**config.mk**
```make
export PLATFORM = sky130hd
export DESIGN_NAME = itkf_sdiv
export DESIGN_NICKNAME = d
export VERILOG_FILES = /design/src/rtl/imu_tilt_kalman_filter_top_macros.svh /design/src/rtl/itkf_sdiv.sv
export SDC_FILE = /design/constraint.sdc
export NUM_CORES = 1
export LEC_CHECK = 0
export ABC_CLOCK_PERIOD_IN_PS = 3170
export BUFFER_PORTS_ARGS = -buffer_cell sky130_fd_sc_hd__buf_2
export CORE_ASPECT_RATIO = 0.7
export CORE_MARGIN = 3
export CORE_UTILIZATION = 50
export DETAILED_ROUTE_END_ITERATION = 7
export PLACE_DENSITY = 0.82
export SYNTH_ARGS = -nofsm -noshare
export SYNTH_HDL_FRONTEND = slang
export SYNTH_SLANG_ARGS = --single-unit
```
**constraint.sdc**
```tcl
create_clock -name clk -period 3.17 [get_ports clk]
set_clock_uncertainty 0.1 [all_clocks]
set_input_delay 0.317 -clock clk [delete_from_list [all_inputs] [get_ports clk]]
set_output_delay 0.317 -clock clk [all_outputs]
set_load 0.005 [all_outputs]
```
**src/rtl/imu_tilt_kalman_filter_top_macros.svh**
```systemverilog
// Assertion helpers for the tilt filter, sampled on clk and quiet during reset.
`ifndef IMU_TILT_KALMAN_FILTER_TOP_MACROS_SVH
`define IMU_TILT_KALMAN_FILTER_TOP_MACROS_SVH

// Same-cycle implication
`define ITKF_ASSERT_NOW(label, ante, cons, msg) \
  label: assert property (@(posedge clk) disable iff (!rst_n) (ante) |-> (cons)) else $error(msg);

// Next-cycle implication
`define ITKF_ASSERT_NEXT(label, ante, cons, msg) \
  label: assert property (@(posedge clk) disable iff (!rst_n) (ante) |=> (cons)) else $error(msg);

`endif

```
**src/rtl/itkf_sdiv.sv**
```systemverilog
`timescale 1ns / 1ps
// Unsigned restoring divider, one quotient bit per cycle.
module itkf_sdiv #(
  parameter int NUM_W = 48,
  parameter int DEN_W = 33
) (
  input  logic             clk,
  input  logic             rst_n,
  input  logic             start,
  input  logic [NUM_W-1:0] num,
  input  logic [DEN_W-1:0] den,
  output logic             busy,
  output logic [NUM_W-1:0] quo
);

  localparam int CNT_W = $clog2(NUM_W + 1);

  logic [NUM_W-1:0] quo_r, quo_nxt;
  logic [DEN_W-1:0] rem_r, rem_nxt, den_r;
  logic [CNT_W-1:0] cnt_r, cnt_nxt;
  logic             busy_r, busy_nxt;
  logic [DEN_W:0]   rem_sh;

  // Shift in one numerator bit, subtract when it fits
  always_comb begin
    rem_sh   = {rem_r, quo_r[NUM_W-1]};
    quo_nxt  = quo_r;
    rem_nxt  = rem_r;
    cnt_nxt  = cnt_r;
    busy_nxt = busy_r;
    if (start) begin
      quo_nxt  = num;
      rem_nxt  = '0;
      cnt_nxt  = '0;
      busy_nxt = 1'b1;
    end else if (busy_r) begin
      if (rem_sh >= {1'b0, den_r}) begin
        rem_nxt = DEN_W'(rem_sh - {1'b0, den_r});
        quo_nxt = {quo_r[NUM_W-2:0], 1'b1};
      end else begin
        rem_nxt = rem_sh[DEN_W-1:0];
        quo_nxt = {quo_r[NUM_W-2:0], 1'b0};
      end
      cnt_nxt = CNT_W'(cnt_r + 1'b1);
      if (cnt_r == CNT_W'(NUM_W - 1)) busy_nxt = 1'b0;
    end
  end

  always_ff @(posedge clk) begin
    if (!rst_n) begin
      busy_r <= 1'b0;
      cnt_r  <= '0;
    end else begin
      busy_r <= busy_nxt;
      cnt_r  <= cnt_nxt;
    end
    quo_r <= quo_nxt;
    rem_r <= rem_nxt;
    if (start) den_r <= den;
  end

  assign busy = busy_r;
  assign quo  = quo_r;

endmodule

```
### Word-level counts from Yosys, hierarchy flattened

Cells that the tools add are included.

* register bits after elaboration: 121
* input port bits: 84
* output and inout bits: 49
* word-level logic and storage cells: 19

* add/subtract/negate cells: 2
* order comparisons: 1
* equality and inequality tests: 1
* muxes and demuxes: 7
* bitwise operators: 1
* reduce and logical (&&, ||, !) cells: 2

Operators with widths (count)
* $mux 48: 2
* $ge 34x33->1: 1
* $mux 33: 1
* $sub 33x33->33: 1
* $add 6x1->6 const B: 1
* $eq 6x6->1 const B: 1
* $mux 1: 4
* $reduce_bool 2->1: 1
* $reduce_or 2->1: 1
* $not 1->1: 1

### Depth between registers and ports, before layout

* word-level depth: 4
* depth in mapped cells: 14
* mapped depth without buffers: 12

### Least setup slack after synthesis

No wires, ideal clock.

* path type: register to register
* start point: register quo_r[47] (netlist: quo[47])
* end point: register rem_r[28]
* library setup time: 0.091 ns
* arrival time: 2.923 ns
* required time: 2.979 ns
* slack: 0.056 ns
* stages on the path, launching flop included: 13
* buffers on the path: 0
* period minus slack after synthesis: 3.114 ns
* path through: edfxtp_1 -> inv_1 -> ha_1 -> inv_1 -> fa_1 -> a211oi_2 -> o21ai_0 -> a21oi_1 -> o211ai_1 -> a31oi_1 -> o31ai_1 -> or3b_2 -> a311oi_1

* cells in the longest elaborated chain, start to end: 2
* elaborated cells between the ends (all ways): 3
* those cells by class: 1 x add/sub; 1 x order compare; 1 x mux

Ends and longest elaborated chain
* start, declared: line itkf_sdiv.sv:18 `logic [NUM_W-1:0] quo_r, quo_nxt;`
* start signal, assigned: line itkf_sdiv.sv:57 `quo_r <= quo_nxt;`
* $sub 33x33->33 or $ge 34x33->1 (tied branches): line itkf_sdiv.sv:38, itkf_sdiv.sv:37
* $mux 33 *: line itkf_sdiv.sv:37 `if (rem_sh >= {1'b0, den_r}) begin`
* end signal, assigned: line itkf_sdiv.sv:58 `rem_r <= rem_nxt;`
* end, declared: line itkf_sdiv.sv:19 `logic [DEN_W-1:0] rem_r, rem_nxt, den_r;`

Mark *: on every way between the ends. The rest lies on a longest branch, timed or not.
A chain may end at the register's enable or synchronous reset.

### Final worst setup path

* start point: register quo_r[47] (netlist: quo[47])
* end point: register rem_r[9]

The elaborated chain is that of the path after synthesis.

==> summary.txt <==
Power
  – Static Leak: 3.74 nW
  – Peak supply drop: 0.454 mV
  – P per Cell Area: 567 mW/mm^2

Clocking
  – Clk buf depth: 2
  – Number of buffers created by CTS: 17
  – Clk sink count: 121
  – Worst-Skew Late Latency: 0.42 ns
  – CTS Root Cell: clkbuf_16
  – CTS tree: yes
  – Worst-path clk slew: 0.06 ns
  – H-tree levels: 4

GRT
  – GRT Util Overall: 22.6%
  – Number of global-route vias before repair: 5,616
  – Largest net degree at the start of global routing: 69
  – Grt met3 use: 5.76%
  – Initial antenna violation count: 0
  – GR Overflow Total: 0
  – Met1 Usage GRT: 33.0%
  – Busiest grt layer: met2
  – Met2 Use GR: 33.3%
  – First-pass GRT wire length: 28,000 um

Floorplan
  – Num ports: 133
  – Core Area: 0.0128 mm^2
  – Initial Utilization: 52.9%
  – Die W: 145 um
  – Die Span Y: 104 um
  – Site Rows: 34
  – Die area: 0.0150 mm^2

Critical path
  – Timing startpoint of the critical path: quo[47]
  – Setup crit end kind: flop
  – Kind of critical path: flop to flop
  – Register-to-Register Path Depth: 13
  – Crit path max fanout: 5
  – Worst r2r src: quo[47]
  – Required @ worst endpoint: 3.38 ns
  – Startpoint types: flop
  – Worst path arrival time: 3.43 ns

Logic synthesis
  – Most area-consuming cells after synthesis: edfxtp_1, dfxtp_1, mux2_2
  – #FFs+latches synth: 121
  – Synth warn: 0
  – Mapped Cells: 661
  – Post-synth cell types: 65
  – Asr flop ratio synth: 0%
  – Top FF cell, synth: edfxtp_1
  – Post-synth top cells: edfxtp_1, nand2_1, nor2_1, inv_1, mux2_2
  – EDFF count, synth: 81
  – Mapped Area: 0.00679 mm^2
  – Part of the Yosys area used for sequential elements: 47.6%
  – Largest area contributor in the netlist: edfxtp_1
  – Cell with the most instances after synthesis: edfxtp_1
  – Mapped Avg Cell Area: 10.3 um^2
  – Proportion of netlist area held by the largest area contributor: 35.8%
  – Post-Syn Nets: 780

Cells and area
  – Nets: 971
  – Final instance area: 0.00904 mm^2
  – Ant. Diodes: 0
  – Non-Filler Instances: 1,045
  – Layout cells sized above 1: 33.6%
  – Layout area overhead: 33.2%

Min path
  – Worst hold stages: 2
  – Hold Startpoint: rst_n
  – HP Class: input pin to flop

Placed design
  – HPWL Detailed: 12,100 um
  – Placed insts: 970
  – Routability Congestion: 0.941
  – Placement Cell Area: 0.00778 mm^2
  – IO Port Bufs: 132

Timing
  – Final worst path period need: 3.22 ns
  – Worst-Margin Slew: 0.637 ns
  – Final clock period utilization by the worst path: 102%
  – Setup ws final: -0.0529 ns
  – Hold_ws: 0.0575 ns
  – Final setup viols: 5
  – RSZ-0062 raised after global routing: true
  – Slew HR: 56.5%
  – Hold Vio Cnt, Final: 0
  – Fin. max-slew vios: 0
  – Max Clk Rate: 310 MHz

Detailed routing
  – DRC Markers: 0
  – Via/cell ratio: 5.82
  – First drt pass iteration count: 6
  – DR WL/cell: 17.5 um
  – DR vias: 6,086
  – DRT iter0 DRCs: 750
  – Final WL: 18,300 um
  – Detail Route Antenna Nets: 0

Outcome
  – Status: finished, violations left
  – Failing checks: negative setup slack

Job
  – Max cap viols: 0
[layout by cell type (no fill, tap or decap), drive strengths merged, types with 18 or more instances in the layout]
master | synthesis | routed
a21oi | 37 | 37
a311oi | 28 | 28
buf | 10 | 165
clkbuf | 18 | 19
dfxtp | 40 | 40
dlygate4sd3 | 0 | 33
edfxtp | 81 | 81
ha | 34 | 34
inv | 48 | 58
mux2 | 48 | 48
nand2 | 77 | 77
nand3 | 19 | 19
nor2 | 58 | 58
o21ai | 18 | 18
[worst max-delay path, stage by stage (launching register included)]
cell and delay [ns]:
edfxtp_1 0.37, inv_1 0.10, ha_4 0.18, inv_2 0.06
fa_2 0.25, a211oi_4 0.08, o21ai_2 0.18, nand2_2 0.10
a211oi_4 0.39, o31a_4 0.22, nor2_4 0.08, buf_12 0.18
or4_1 0.53, a311oi_1 0.30
[cell families (layout without fill, tap and decap cells)]
family	after synthesis	count (layout)	share of synthesized area, %
compound gates	157	157	16.6
mux	49	49	8.11
simple gates	200	200	13.7
fa+ha+maj	35	35	6.56
flops	121	121	47.6
xor+xnor	23	23	2.97
buf+inv	76	280	4.46
[layer usage]
metal	wire length [um]	vias up
met5	0	-
met4	490	0
met3	1710	58
met2	8070	325
met1	8030	2867
li1	-	2836
[sequential cells by signal, summed over array words and instances (netlist names)]
register / cells
cnt_r: 6
quo: 48
rem_r: 33
busy: 1
den_r: 33
[final timing paths]
kind	to	slack [ns]
max	rem_r[9]	-0.05
min	busy	0.06
max reg2reg	rem_r[9]	-0.05
min reg2reg	cnt_r[5]	0.39
[cell type report]
cell class	count	area, um^2
Multi-Input combinational cell	464	3480
Inverter	48	180
Clock buffer	17	425
Tap cell	180	225
Clock inverter	15	153
Timing Repair Buffer	200	1350
Sequential cell	121	3230
Fill cell	956	3800
[where the power goes]
| part | total (mW) | switching (mW) | internal [mW] |
|---|---|---|---|
| combinational | 1.28 | 0.683 | 0.595 |
| sequential | 1.94 | 0.0942 | 1.85 |
| clock | 1.90 | 0.794 | 1.11 |
[metrics by stage]
stage	utilization (%)	worst slack (ns)	total power, mW	setup TNS [ns]
floorplan	-	0.0557	2.66	0
global placement	60.6	0.120	3.01	0
detailed placement	60.6	-0.0231	3.03	-0.0475
CTS	67.8	0.0185	4.97	0
global route	70.4	-0.144	5.34	-1.63
finish	70.4	-0.0529	5.12	-0.0964
[repair_timing]
action,4_1_cts,5_1_grt
buffers inserted,1,7
setup endpoints to repair,3,34
cloned,0,2
hold endpoints to repair,33,0
hold buffers,33,0
resized for setup,2,41
pin swaps,1,11
Note: power is estimated with default switching activity, not from simulation.
