===== src/rtl/imu_tilt_kalman_filter_top_macros.svh =====
// Assertion helpers for the tilt filter, sampled on clk and quiet during reset.
`ifndef IMU_TILT_KALMAN_FILTER_TOP_MACROS_SVH
`define IMU_TILT_KALMAN_FILTER_TOP_MACROS_SVH

// Same-cycle implication
`define ITKF_ASSERT_NOW(label, ante, cons, msg) \
  label: assert property (@(posedge clk) disable iff (!rst_n) (ante) |-> (cons)) else $error(msg);

// Next-cycle implication
`define ITKF_ASSERT_NEXT(label, ante, cons, msg) \
  label: assert property (@(posedge clk) disable iff (!rst_n) (ante) |=> (cons)) else $error(msg);

`endif


===== src/rtl/itkf_pkg.sv =====
`timescale 1ns / 1ps
package itkf_pkg;

  localparam int FRAC_BITS_DEF    = 16;
  localparam int CORDIC_STEPS_DEF = 16;

  // CORDIC angle precision and table length
  localparam int ANG_FRAC = 24;
  localparam int TAB_LEN  = 24;
  localparam int TAB_IW   = 5;

  // Shared widths
  localparam int DEN_W  = 33;
  localparam int MEAS_W = 34;
  localparam int REG_W  = 24;
  localparam int IDX_W  = 8;
  localparam int DATA_W = 32;

  // Gyro scaling: 32.8 counts per deg/s over milliseconds
  localparam int GYRO_DIV  = 32800;
  localparam int GYRO_HALF = 16400;

  // Register indexes
  localparam int REG_Q_ROLL  = 0;
  localparam int REG_R_ROLL  = 1;
  localparam int REG_Q_PITCH = 2;
  localparam int REG_R_PITCH = 3;

  localparam logic [REG_W-1:0] Q_RESET = 24'd32768;
  localparam logic [REG_W-1:0] R_RESET = 24'd1966080;

  // atan(2^-i) in degrees with ANG_FRAC fraction bits
  function automatic logic [29:0] atan_deg(input logic [TAB_IW-1:0] idx);
    logic [29:0] v;
    case (idx)
      5'd0:  v = 30'd754974720;
      5'd1:  v = 30'd445687602;
      5'd2:  v = 30'd235489088;
      5'd3:  v = 30'd119537938;
      5'd4:  v = 30'd60000934;
      5'd5:  v = 30'd30029717;
      5'd6:  v = 30'd15018523;
      5'd7:  v = 30'd7509720;
      5'd8:  v = 30'd3754917;
      5'd9:  v = 30'd1877466;
      5'd10: v = 30'd938734;
      5'd11: v = 30'd469367;
      5'd12: v = 30'd234684;
      5'd13: v = 30'd117342;
      5'd14: v = 30'd58671;
      5'd15: v = 30'd29335;
      5'd16: v = 30'd14668;
      5'd17: v = 30'd7334;
      5'd18: v = 30'd3667;
      5'd19: v = 30'd1833;
      5'd20: v = 30'd917;
      5'd21: v = 30'd458;
      5'd22: v = 30'd229;
      5'd23: v = 30'd115;
      default: v = '0;
    endcase
    return v;
  endfunction

  // Saturate to the signed 32-bit range
  function automatic logic signed [31:0] clamp32(input logic signed [63:0] v);
    logic signed [31:0] r;
    if (v > 64'sd2147483647) r = 32'sh7FFFFFFF;
    else if (v < -64'sd2147483648) r = 32'sh80000000;
    else r = v[31:0];
    return r;
  endfunction

endpackage


===== src/rtl/itkf_cordic.sv =====
`timescale 1ns / 1ps
// Vectoring CORDIC atan2 in degrees, one rotation per cycle.
module itkf_cordic #(
  parameter int FRAC_BITS    = 16,
  parameter int CORDIC_STEPS = 16
) (
  input  logic                                clk,
  input  logic                                rst_n,
  input  logic                                start,
  input  logic signed [16:0]                  y_in,
  input  logic signed [16:0]                  x_in,
  output logic                                busy,
  output logic signed [itkf_pkg::MEAS_W-1:0]  angle
);

  localparam int X_W   = 36;
  localparam int ACC_W = 34;
  localparam int N     = (CORDIC_STEPS < itkf_pkg::TAB_LEN) ? CORDIC_STEPS
                                                            : itkf_pkg::TAB_LEN;
  localparam int SH    = itkf_pkg::ANG_FRAC - FRAC_BITS;
  localparam logic signed [ACC_W-1:0] QUARTER =
    ACC_W'(longint'(90) << itkf_pkg::ANG_FRAC);
  localparam logic signed [ACC_W:0] HALF = (ACC_W+1)'((longint'(1) << SH) >> 1);

  logic signed [X_W-1:0]   x_r, x_nxt, y_r, y_nxt, xs, ys, dx, dy;
  logic signed [ACC_W-1:0] acc_r, acc_nxt, tab;
  logic [itkf_pkg::TAB_IW-1:0] i_r, i_nxt;
  logic                    busy_r, busy_nxt, zero_r, zero_nxt;
  logic signed [ACC_W:0]   acc_rnd;

  always_comb begin
    xs       = X_W'(x_in) <<< 16;
    ys       = X_W'(y_in) <<< 16;
    dx       = y_r >>> i_r;
    dy       = x_r >>> i_r;
    tab      = ACC_W'(itkf_pkg::atan_deg(i_r));
    x_nxt    = x_r;
    y_nxt    = y_r;
    acc_nxt  = acc_r;
    i_nxt    = i_r;
    busy_nxt = busy_r;
    zero_nxt = zero_r;
    if (start) begin
      // Load and turn the left half-plane by a quarter
      zero_nxt = (x_in == '0) && (y_in == '0);
      i_nxt    = '0;
      busy_nxt = 1'b1;
      if (xs < 0) begin
        if (ys >= 0) begin
          acc_nxt = QUARTER;
          x_nxt   = ys;
          y_nxt   = -xs;
        end else begin
          acc_nxt = -QUARTER;
          x_nxt   = -ys;
          y_nxt   = xs;
        end
      end else begin
        acc_nxt = '0;
        x_nxt   = xs;
        y_nxt   = ys;
      end
    end else if (busy_r) begin
      // Rotate toward the x axis
      if (y_r >= 0) begin
        x_nxt   = x_r + dx;
        y_nxt   = y_r - dy;
        acc_nxt = acc_r + tab;
      end else begin
        x_nxt   = x_r - dx;
        y_nxt   = y_r + dy;
        acc_nxt = acc_r - tab;
      end
      i_nxt = i_r + 1'b1;
      if (i_r == itkf_pkg::TAB_IW'(N - 1)) busy_nxt = 1'b0;
    end
  end

  always_ff @(posedge clk) begin
    if (!rst_n) begin
      busy_r <= 1'b0;
      i_r    <= '0;
    end else begin
      busy_r <= busy_nxt;
      i_r    <= i_nxt;
    end
    x_r    <= x_nxt;
    y_r    <= y_nxt;
    acc_r  <= acc_nxt;
    zero_r <= zero_nxt;
  end

  // Round half up to the output fraction
  assign acc_rnd = (ACC_W+1)'(acc_r) + HALF;
  assign angle   = zero_r ? '0 : itkf_pkg::MEAS_W'(acc_rnd >>> SH);
  assign busy    = busy_r;

endmodule


===== config.mk =====
export PLATFORM = sky130hd
export DESIGN_NAME = itkf_cordic
export DESIGN_NICKNAME = d
export VERILOG_FILES = /design/src/rtl/imu_tilt_kalman_filter_top_macros.svh /design/src/rtl/itkf_pkg.sv /design/src/rtl/itkf_cordic.sv
export SDC_FILE = /design/constraint.sdc
export NUM_CORES = 1
export LEC_CHECK = 0
export ABC_AREA = 1
export BUFFER_PORTS_ARGS = -buffer_cell sky130_fd_sc_hd__buf_4
export CAP_MARGIN = 10
export CORE_MARGIN = 1
export CORE_UTILIZATION = 55
export CTS_CLUSTER_SIZE = 16
export DETAILED_ROUTE_END_ITERATION = 6
export PLACE_DENSITY = 0.75
export SETUP_SLACK_MARGIN = 0.4
export SKIP_CTS_REPAIR_TIMING = 1
export SYNTH_ARGS = -nofsm -noshare
export SYNTH_HDL_FRONTEND = slang
export SYNTH_SLANG_ARGS = --single-unit

===== constraint.sdc =====
create_clock -name clk -period 4.3 [get_ports clk]
set_input_delay 0.86 -clock clk [delete_from_list [all_inputs] [get_ports clk]]
set_output_delay 0.86 -clock clk [all_outputs]
set_load 0.01 [all_outputs]

# == After elaboration in Yosys (flattened, before gate mapping) ==
# Memory sizes are Yosys's and may differ from the RTL's. A register that Yosys moved wholly into a read port is not among the register bits.
# Index checks and enable logic that the tools add are counted.
# totals
n_memories,1
latchBits,0
out_inout_bits,35
register_bits,113
romBits,960
ram_bits,0
# memory_table
memory,words,word_bits,read_ports,rd_clocked_by_memory_dff,wr,line,text
(name not given),32,30,1,1,0,itkf_pkg.sv:35,case (idx)
# classes
addsub,10
div,0
shifts,2
order_cmp,3
eq_ne,1
bitwise_logic,1
muxes,21
reduce_logical,5
multipliers,0
# ops
op,n
$mux W36,10
$mux W34,6
$add A36 B36 Y36,2
$neg A33 Y36,2
$sshr A36 B5 Y36,2
$sub A36 B36 Y36,2
$ge A36 B1 Y1 const B,1
$add A34 B9 Y35 const B,1
$add A34 B31 Y34,1
$logic_not A17 Y1,2
$sub A34 B31 Y34,1
$ge A33 B1 Y1 const B,1
$lt A33 B1 Y1 const B,1
$mux W5,2
$add A5 B1 Y5 const B,1
$eq A5 B4 Y1 const B,1
$mux W1,3
$reduce_bool A2 Y1,1
$reduce_or A2 Y1,1
$logic_and A1 B1 Y1,1
$not A1 Y1,1

# == Logic depth before layout (Yosys ltp) ==
# Gate-level depths: netlist of the first run.
# logic_depth
ltp_word,5
depth_mapped,36
ltp_nobuf,33

# == Worst setup path after synthesis of the first run ==
# No wires, ideal clock.
# synth_path
path_type,register to register
startpoint,register i_r[0] in the netlist's numbering
endpoint,register x_r[29] (data pin)
arrival_ps,3911
required_time_ps,4035
path_stages_with_launch,30
slack_ps,124
path_cell_list,dfxtp_1 > buf_4 > inv_2 > buf_2 > nand2_1 > nand3_1 > nand3_1 > nand3_1 > o21ai_1 > or2_2 > nand2_1 > inv_1 > ha_1 > nand3_2 > nor2_4 > a21oi_1 > xor2_1 > inv_1 > ha_1 > a21oi_1 > o21ai_0 > nand2_1 > o211ai_1 > or2_2 > a21oi_1 > o21ai_0 > a21boi_0 > nand2_1 > nand2_1 > o21ai_0
# synth_between
elab_chain_len,5
# synth_rtl
element,line,text
from (decl),itkf_cordic.sv:27,"logic [itkf_pkg::TAB_IW-1:0] i_r, i_nxt;"
from (signal assigned),itkf_cordic.sv:85,i_r <= i_nxt;
$sshr A36 B5 Y36 (*),itkf_cordic.sv:34,dx = y_r >>> i_r;
$sub A36 B36 Y36 or $add A36 B36 Y36 (tied branches),"itkf_cordic.sv:70, itkf_cordic.sv:66",
$mux W36 (*),itkf_cordic.sv:65,if (y_r >= 0) begin
$mux W36 (*),itkf_cordic.sv:63,end else if (busy_r) begin
$mux W36 (*),itkf_cordic.sv:43,if (start) begin
net x_nxt[29],itkf_cordic.sv:25,"logic signed [X_W-1:0] x_r, x_nxt, y_r, y_nxt, xs, ys, dx, dy;"
to (signal assigned),itkf_cordic.sv:87,x_r <= x_nxt;
to (decl),itkf_cordic.sv:25,
# Mark *: on every way through the listed nets, which the timed path passes. The rest lies on a longest branch. The select of a mux whose other input is x is not followed.
# A chain may end at the register's enable or synchronous reset.

# == Worst setup path after layout of the first run ==
# layout_path
startpoint,register i_r[0] in the netlist's numbering
endpoint,register y_r[35] (data pin)
# layout_between
elab_chain_len,5
# layout_rtl
element,line,text
$sshr A36 B5 Y36 (*),itkf_cordic.sv:35,dy = x_r >>> i_r;
$add A36 B36 Y36 or $sub A36 B36 Y36 (tied branches),"itkf_cordic.sv:71, itkf_cordic.sv:67",
$mux W36 (*),itkf_cordic.sv:65,
$mux W36 (*),itkf_cordic.sv:63,
$mux W36 (*),itkf_cordic.sv:43,
net y_nxt[35],itkf_cordic.sv:25,
to (signal assigned),itkf_cordic.sv:88,y_r <= y_nxt;
to (decl),itkf_cordic.sv:25,
# Marked as above.

==> results of run 1 <==
## cell usage in the layout (no fill, tap or decap), drive strengths merged, types with 3 or more instances in the layout
cell type and n:
clkinv 8, xor2 82, nor4 8, o31ai 5
xnor2 32, o21ai 232, fa 3, or2 15
a211oi 4, o21bai 8, o21a 16, nor3b 6
o2111ai 3, ha 121, a221oi 3, nor3 52
clkbuf 25, nor2 286, nand2 958, a21boi 14
a31oi 22, o221ai 16, inv 306, nand4 28
o211ai 26, and2 3, o22ai 3, and3 3
a21oi 237, dfxtp 36, a21o 17, buf 578
nand3 453, edfxtp 107
## worst register-to-register path, delay by kind of cell, from the launching register on
family | cells | cell delay (ns)
AND/OR/NAND/NOR | 22 | 2.64
buffers and inverters | 6 | 0.76
flip-flops | 1 | 0.44
adder cells (fa/ha/maj) | 1 | 0.36
XOR/XNOR | 1 | 0.15
AO/OA/AOI/OAI | 1 | 0.08
## power by group through the flow
| stage | registers (mW) | logic (mW) | clock network (mW) |
|---|---|---|---|
| 2_1_floorplan | 2.66 | 10.6 | 0 |
| 5_1_grt | 3.12 | 24.4 | 1.70 |
| 3_5_place_dp | 3.03 | 18.8 | 0 |
| 4_1_cts | 3.01 | 18.9 | 1.65 |
| 3_3_place_gp | 3.04 | 18.3 | 0 |
| 6_report | 3.12 | 22.8 | 1.67 |
## cells by family (layout without fill, tap and decap cells)
family                   count (synthesis)  count (layout)
AO/OA/AOI/OAI                          610             610
XOR/XNOR                               114             114
adder cells (fa/ha/maj)                124             124
buffers and inverters                  425             917
flip-flops                             143             143
AND/OR/NAND/NOR                       1814            1814
## how the worst max path moves through the flow
stage,from,end,slack [ns]
CTS,i_r[0]$_SDFFE_PP0P_,y_r[22]$_DFFE_PP_,-0.63
global placement,i_r[0]$_SDFFE_PP0P_,y_r[22]$_DFFE_PP_,-0.48
detailed placement,i_r[0]$_SDFFE_PP0P_,y_r[22]$_DFFE_PP_,-0.60
finish,i_r[0]$_SDFFE_PP0P_,y_r[35]$_DFFE_PP_,-0.39
floorplan,i_r[0]$_SDFFE_PP0P_,y_r[17]$_DFFE_PP_,0.39
global route,i_r[0]$_SDFFE_PP0P_,x_r[32]$_DFFE_PP_,-0.53
## per-layer routing
metal	vias to the layer above	GRT usage, %	part of all wire (%)
met3	490	5.19	9.5
li1	11900	-	-
met5	-	0	0.012
met4	2	27.1	8.3
met1	11800	49.6	35
met2	1722	71.6	47
## per-stage QoR
stage	setup WS (ns)	cells
2_1_floorplan	0.389	3230
3_3_place_gp	-0.484	4099
3_5_place_dp	-0.596	4099
4_1_cts	-0.628	4131
5_1_grt	-0.525	4177
6_report	-0.390	4177
## cell type report
class / instances / area [µm²]
tap: 455 / 569
inverter: 299 / 1140
timing repair buffer: 584 / 4800
multi-input combinational: 2662 / 15800
clock inverter: 13 / 159
fill: 2620 / 7770
clock buffer: 19 / 475
timing repair inverter: 2 / 17.5
sequential: 143 / 3940
## registers in the layout (all words and copies together), names as in the netlist
name and cells:
tab 30, acc_r 34, x_r 36, zero_r 1, y_r 36, i_r 5
busy 1
==> impl_metrics.sql, run 1 <==
INSERT INTO impl_metrics (metric_group, metric, value, unit) VALUES
('yosys', 'netlist.top_cell.by_area', 'nand2_1', ''),
('sta', 'finalWorstPathRequiredPeriod', '4.69', 'ns'),
('yosys', 'dominantRegCellSynth', 'edfxtp_1', ''),
('grt', 'grt_first_pass_wirelength', '119', 'mm'),
('yosys', 'synth_cell_type_count', '56', ''),
('critical_path', 'data_required_critical_path', '4.51', 'ns'),
('yosys', 'post_synth_xor_area_fraction', '5.11', '%'),
('sta', 'layout_setup_ws', '-0.390', 'ns'),
('cells_and_area', 'final_layout_size_suffix_gt1_share', '30.0', '%'),
('sta', 'timing.max_slew.rel_slack', '41.4', '%'),
('power_and_ir_drop', 'share_clk_of_total_power', '6.0', '%'),
('sta', 'timing.hold.ws', '0.641', 'ns'),
('yosys', 'yosys.area_share.adder', '8.06', '%'),
('grt', 'grt_pass1_vias', '23000', ''),
('power_and_ir_drop', 'fin_total_pwr', '27.6', 'mW'),
('sta', 'rsz0062_at_grt', 'yes', ''),
('route', 'num_vias', '25900', ''),
('critical_path', 'max_stage_delay', '0.44', 'ns'),
('yosys', 'syn-num-nets', '3391', ''),
('place', 'gp_congestion', '1.04', ''),
('yosys', 'syn_inst', '3230', ''),
('clock_network', 'cts_buffers', '17', ''),
('cells_and_area', 'layout.cell_area.non_filler', '26900', 'µm²'),
('sta', 'max_freq', '0.213', 'GHz'),
('clock_network', 'cts_root_buf', 'clkbuf_16', ''),
('critical_path', 'timing.critical_path.buf_inv', '6', ''),
('floorplanning', 'placeableCoreArea', '34700', 'µm²'),
('sta', 'skew', '0.0193', 'ns'),
('run_status', 'violations', 'DRC, setup timing', ''),
('critical_path', 'cpLargestDelayFamily', 'simple AND/OR/NAND/NOR gates', ''),
('route', 'ant_nets', '0', ''),
('clock_network', 'clk_slew_on_worst_s_h_paths', '0.09', 'ns'),
('sta', 'finalMaxSlewViolations', '0', ''),
('sta', 'setup_total_neg_slack', '-5.38', 'ns'),
('route', 'drt_pre_antenna_iters', '7', ''),
('run', 'maxCapViolCount', '0', ''),
('grt', 'remaining_global_route_overflow', '0', ''),
('power_and_ir_drop', 'pwr-share-seq', '11.3', '%'),
('power_and_ir_drop', 'p_sw', '14.4', 'mW'),
('sta', 'period_share', '109', '%'),
('yosys', 'post_synth_main_area_contributors', 'nand2_1 (18%), edfxtp_1 (16%), nand3_1 (11%)', ''),
('yosys', 'synth-async-reset-ratio', '0', '%'),
('place', 'detailed_place.area', '23800', 'µm²'),
('critical_path', 'r2r-start', 'i_r[0]$_SDFFE_PP0P_', ''),
('sta', 'report.final.hold_viol_count', '0', ''),
('yosys', 'synth.yosys.warnings', '0', ''),
('critical_path', 'critical_path_type', 'reg -> reg', ''),
('critical_path', 'timing.critical_path.fanout_max', '14', ''),
('critical_path', 'worst-endpoint-arrival', '4.90', 'ns'),
('run_status', 'run_status', 'finished, violations left', ''),
('hold_path', 'min_delay_path_class', 'in -> reg', ''),
('power_and_ir_drop', 'power.leakage', '13.0', 'nW'),
('hold_path', 'hold_worst_path_end', 'busy$_SDFF_PN0_', ''),
('route', 'post-route-drc-count', '1', ''),
('route', 'detail_route.wirelength', '85.4', 'mm'),
('critical_path', 'timing.reg2reg.worst_path_depth', '31', ''),
('critical_path', 'critical_path_cell_count', '31', ''),
('yosys', 'synth_area_per_cell', '6.05', 'µm²'),
('critical_path', 'register_to_register_path_setup_slack', '-0.39', 'ns'),
('yosys', 'synth.yosys.seq_area_share', '20.1', '%'),
('floorplanning', 'floorplan_die_area', '36300', 'µm²'),
('sta', 'setup_viol', '34', ''),
('floorplanning', 'initial_utilization', '56.3', '%'),
('power_and_ir_drop', 'power.share.switching', '52.2', '%'),
('yosys', 'ys_top_cells_by_count', 'nand2_1 (930), nand3_1 (444), inv_1 (285)', ''),
('yosys', 'synth_compound_area_share', '17.7', '%'),
('clock_network', 'ctsLongestPathBuffers', '2', ''),
('yosys', 'post-synth-top-area-fraction', '17.9', '%'),
('grt', 'antenna_found_initial', '1', ''),
('floorplanning', 'die_width', '190', 'µm'),
('grt', 'grt_start_max_net_pins', '96', '');
Note: power is estimated with default switching activity, not from simulation.
==> run 2: changes to the inputs <==
--- a/config.mk
+++ b/config.mk
@@ -9,10 +9,10 @@
 export BUFFER_PORTS_ARGS = -buffer_cell sky130_fd_sc_hd__buf_4
 export CAP_MARGIN = 10
 export CORE_MARGIN = 1
-export CORE_UTILIZATION = 55
+export CORE_UTILIZATION = 59
 export CTS_CLUSTER_SIZE = 16
 export DETAILED_ROUTE_END_ITERATION = 6
-export PLACE_DENSITY = 0.75
+export PLACE_DENSITY = 0.8
 export SETUP_SLACK_MARGIN = 0.4
 export SKIP_CTS_REPAIR_TIMING = 1
 export SYNTH_ARGS = -nofsm -noshare
==> run 2 against run 1 <==
Effect of this change: the run still ends with DRC, setup timing left; sequential share of layout area rose by 0.61 points; critical path depth down 3; wire length decreased by 3.4%; combinational power shrank 5%; die area shrank 6.7%; register-to-register slack gained 0.11 ns; core utilization grew 1.9 points; worst setup slack gained 0.11 ns; count of clock-buffer cells in the layout is 2 lower; global-route usage rose by 2.8 points; flip-flop and latch count did not move; via count shrank 0.93%; highest routed layer unchanged.
==> impl_metrics.sql, run 2 (synthesized netlist as in run 1, its figures left out) <==
INSERT INTO impl_metrics (metric_group, metric, value, unit) VALUES
('run_status', 'run_status', 'finished, violations left', ''),
('run_status', 'violations', 'DRC, setup timing', ''),
('floorplanning', 'io_pins', '72', ''),
('route', 'vias_per_cell', '6.29', ''),
('place', 'dp.cells', '4018', ''),
('critical_path', 'element_type_at_the_critical_path_start', 'flip-flop', ''),
('critical_path', 'timing.critical_path.fanout_max', '16', ''),
('power_and_ir_drop', 'power.leakage', '12.4', 'nW'),
('place', 'post-dp-hpwl', '60.1', 'mm'),
('grt', 'remaining_global_route_overflow', '0', ''),
('sta', 'timing_worst_slew_pin_value', '0.998', 'ns'),
('power_and_ir_drop', 'fin_total_pwr', '26.5', 'mW'),
('critical_path', 'r2r-start', 'i_r[1]$_SDFFE_PP0P_', ''),
('floorplanning', 'floorplan.rows', '66', ''),
('hold_path', 'holdPathStages', '3', ''),
('clock_network', 'cts-htree-levels', '4', ''),
('route', 'num_vias', '25700', ''),
('clock_network', 'cts_root_buf', 'clkbuf_16', ''),
('cells_and_area', 'finish.cell_count_without_fillers', '4085', ''),
('grt', 'grt_first_pass_wirelength', '118', 'mm'),
('sta', 'finalWorstPathRequiredPeriod', '4.58', 'ns'),
('critical_path', 'critical_path_type', 'reg -> reg', ''),
('route', 'routed_wire_length_per_instance', '20.2', 'µm'),
('place', 'gp_congestion', '1.09', ''),
('floorplanning', 'fp.dieH', '184', 'µm'),
('sta', 'period_share', '107', '%'),
('critical_path', 'timing.reg2reg.worst_path_depth', '28', ''),
('critical_path', 'data_required_critical_path', '4.50', 'ns'),
('power_and_ir_drop', 'worst_voltage_drop_across_the_vdd_grid', '0.000659', 'V'),
('route', 'drt_pre_antenna_iters', '7', ''),
('sta', 'report.final.hold_viol_count', '0', ''),
('cells_and_area', 'final_layout_size_suffix_gt1_share', '26.0', '%'),
('clock_network', 'tritoncts', 'yes', ''),
('hold_path', 'hold_worst_path_end', 'acc_r[0]$_SDFFCE_PP0P_', ''),
('cells_and_area', 'area_growth', '32.3', '%'),
('grt', 'grt_start_max_net_pins', '55', ''),
('critical_path', 'max_stage_delay', '0.40', 'ns'),
('floorplanning', 'die_width', '184', 'µm'),
('route', 'ant_nets', '0', ''),
('power_and_ir_drop', 'power.density', '1020', 'nW/µm²'),
('sta', 'layout_setup_ws', '-0.283', 'ns'),
('route', 'detail_route.wirelength', '82.5', 'mm'),
('place', 'placement.io_buffers', '71', ''),
('critical_path', 'worstReg2RegEnd', 'x_r[32]$_DFFE_PP_', ''),
('hold_path', 'hold_start', 'acc_r[0]$_SDFFCE_PP0P_', ''),
('route', 'iteration_0_drc_markers', '3296', ''),
('cells_and_area', 'antenna_cells', '0', ''),
('floorplanning', 'floorplan_die_area', '33800', 'µm²'),
('critical_path', 'critical_path.endpoint_type', 'flip-flop', ''),
('hold_path', 'min_delay_path_class', 'reg -> reg', ''),
('critical_path', 'worst-endpoint-arrival', '4.78', 'ns'),
('critical_path', 'register_to_register_path_setup_slack', '-0.28', 'ns'),
('run', 'maxCapViolCount', '0', ''),
('sta', 'finalMaxSlewViolations', '0', ''),
('floorplanning', 'placeableCoreArea', '32500', 'µm²'),
('critical_path', 'cp_slowest_cell', 'dfxtp_4', ''),
('clock_network', 'clk_slew_on_worst_s_h_paths', '0.08', 'ns'),
('floorplanning', 'initial_utilization', '60.0', '%'),
('cells_and_area', 'top_regs', 'x_r x36, y_r x36, acc_r x34', ''),
('sta', 'max_freq', '0.218', 'GHz'),
('cells_and_area', 'final_common_cell', 'nand2_1', ''),
('grt', 'grt_pass1_vias', '22800', ''),
('clock_network', 'worst_skew_pair.late_latency', '0.48', 'ns'),
('clock_network', 'ctsLongestPathBuffers', '2', ''),
('grt', 'antenna_found_initial', '1', ''),
('sta', 'rsz0062_at_grt', 'yes', ''),
('route', 'post-route-drc-count', '6', ''),
('grt', 'global_route.usage.total', '44.8', '%'),
('cells_and_area', 'finish.net_count', '3791', ''),
('cells_and_area', 'final_cell_mix', 'nand2_1 (855), buf_4 (475), nand3_1 (376)', ''),
('sta', 'timing.max_slew.rel_slack', '32.8', '%'),
('sta', 'setup_viol', '29', ''),
('clock_network', 'clk_sink_count', '143', ''),
('place', 'detailed_place.area', '23300', 'µm²'),
('clock_network', 'cts_buffers', '17', ''),
('cells_and_area', 'layout.cell_area.non_filler', '25900', 'µm²'),
('critical_path', 'path_common_cell', 'nand2_1', ''),
('sta', 'skew', '0.0188', 'ns');
-- run 2: cell types whose count changed in the layout (fill, tap and decap cells not counted), sizes merged --
cell | before | now
clkbuf | 25 | 21
inv | 306 | 305
clkinvlp | 0 | 1
buf | 578 | 503
-- run 2: final cells by class --
class | instances | area (µm²)
multi-input cells | 2662 | 15500
fillers | 2406 | 6680
repair buffers | 507 | 4140
flip-flops and latches | 143 | 3940
inverters | 299 | 1140
well taps | 442 | 553
clock buffers | 17 | 425
clock inverters | 15 | 185
-- run 2: worst max path at each step --
stage / start / cells after the start / end / slack (ns)
finish: i_r[1]$_SDFFE_PP0P_ / 28 / x_r[32]$_DFFE_PP_ / -0.28
global route: i_r[1]$_SDFFE_PP0P_ / 28 / x_r[32]$_DFFE_PP_ / -0.66
floorplan: i_r[0]$_SDFFE_PP0P_ / 32 / y_r[17]$_DFFE_PP_ / 0.39
global placement: i_r[1]$_SDFFE_PP0P_ / 28 / x_r[31]$_DFFE_PP_ / -0.24
detailed placement: i_r[1]$_SDFFE_PP0P_ / 27 / x_r[31]$_DFFE_PP_ / -0.31
CTS: i_r[0]$_SDFFE_PP0P_ / 29 / x_r[32]$_DFFE_PP_ / -0.39
-- run 2: report_power, final --
group          switching, mW  internal [mW]
clock                  0.833          0.790
sequential             0.823           2.30
combinational           12.5           9.19
-- run 2: critical path: cells and delay by family, from the launching register on --
kind | cells | cell delay, ns
xor gates and xnor gates | 1 | 0.18
and+or+nand+nor | 17 | 2.01
buffers and inverters | 3 | 0.47
AOI/OAI and AO/OA | 6 | 0.91
adders and majority gates | 1 | 0.32
DFF | 1 | 0.40
-- run 2: per-layer routing --
| layer | vias up | GRT usage (%) | part of all wire [%] |
|---|---|---|---|
| met3 | 580 | 8.56 | 11 |
| li1 | 11700 | - | - |
| met5 | - | 0 | 0.016 |
| met1 | 11600 | 51.0 | 35 |
| met2 | 1825 | 75.0 | 45 |
| met4 | 2 | 32.6 | 9.1 |
-- run 2: stage by stage --
step	util, %	hold WS [ns]	setup TNS [ns]	setup WS (ns)
after global routing	79.5	0.738	-11.62	-0.655
after global placement	71.6	0.655	-2.91	-0.238
after floorplan	-	0.622	0	0.389
final	79.5	0.704	-2.85	-0.283
after CTS	73.4	0.694	-6.68	-0.390
after detailed placement	71.6	0.677	-5.13	-0.315
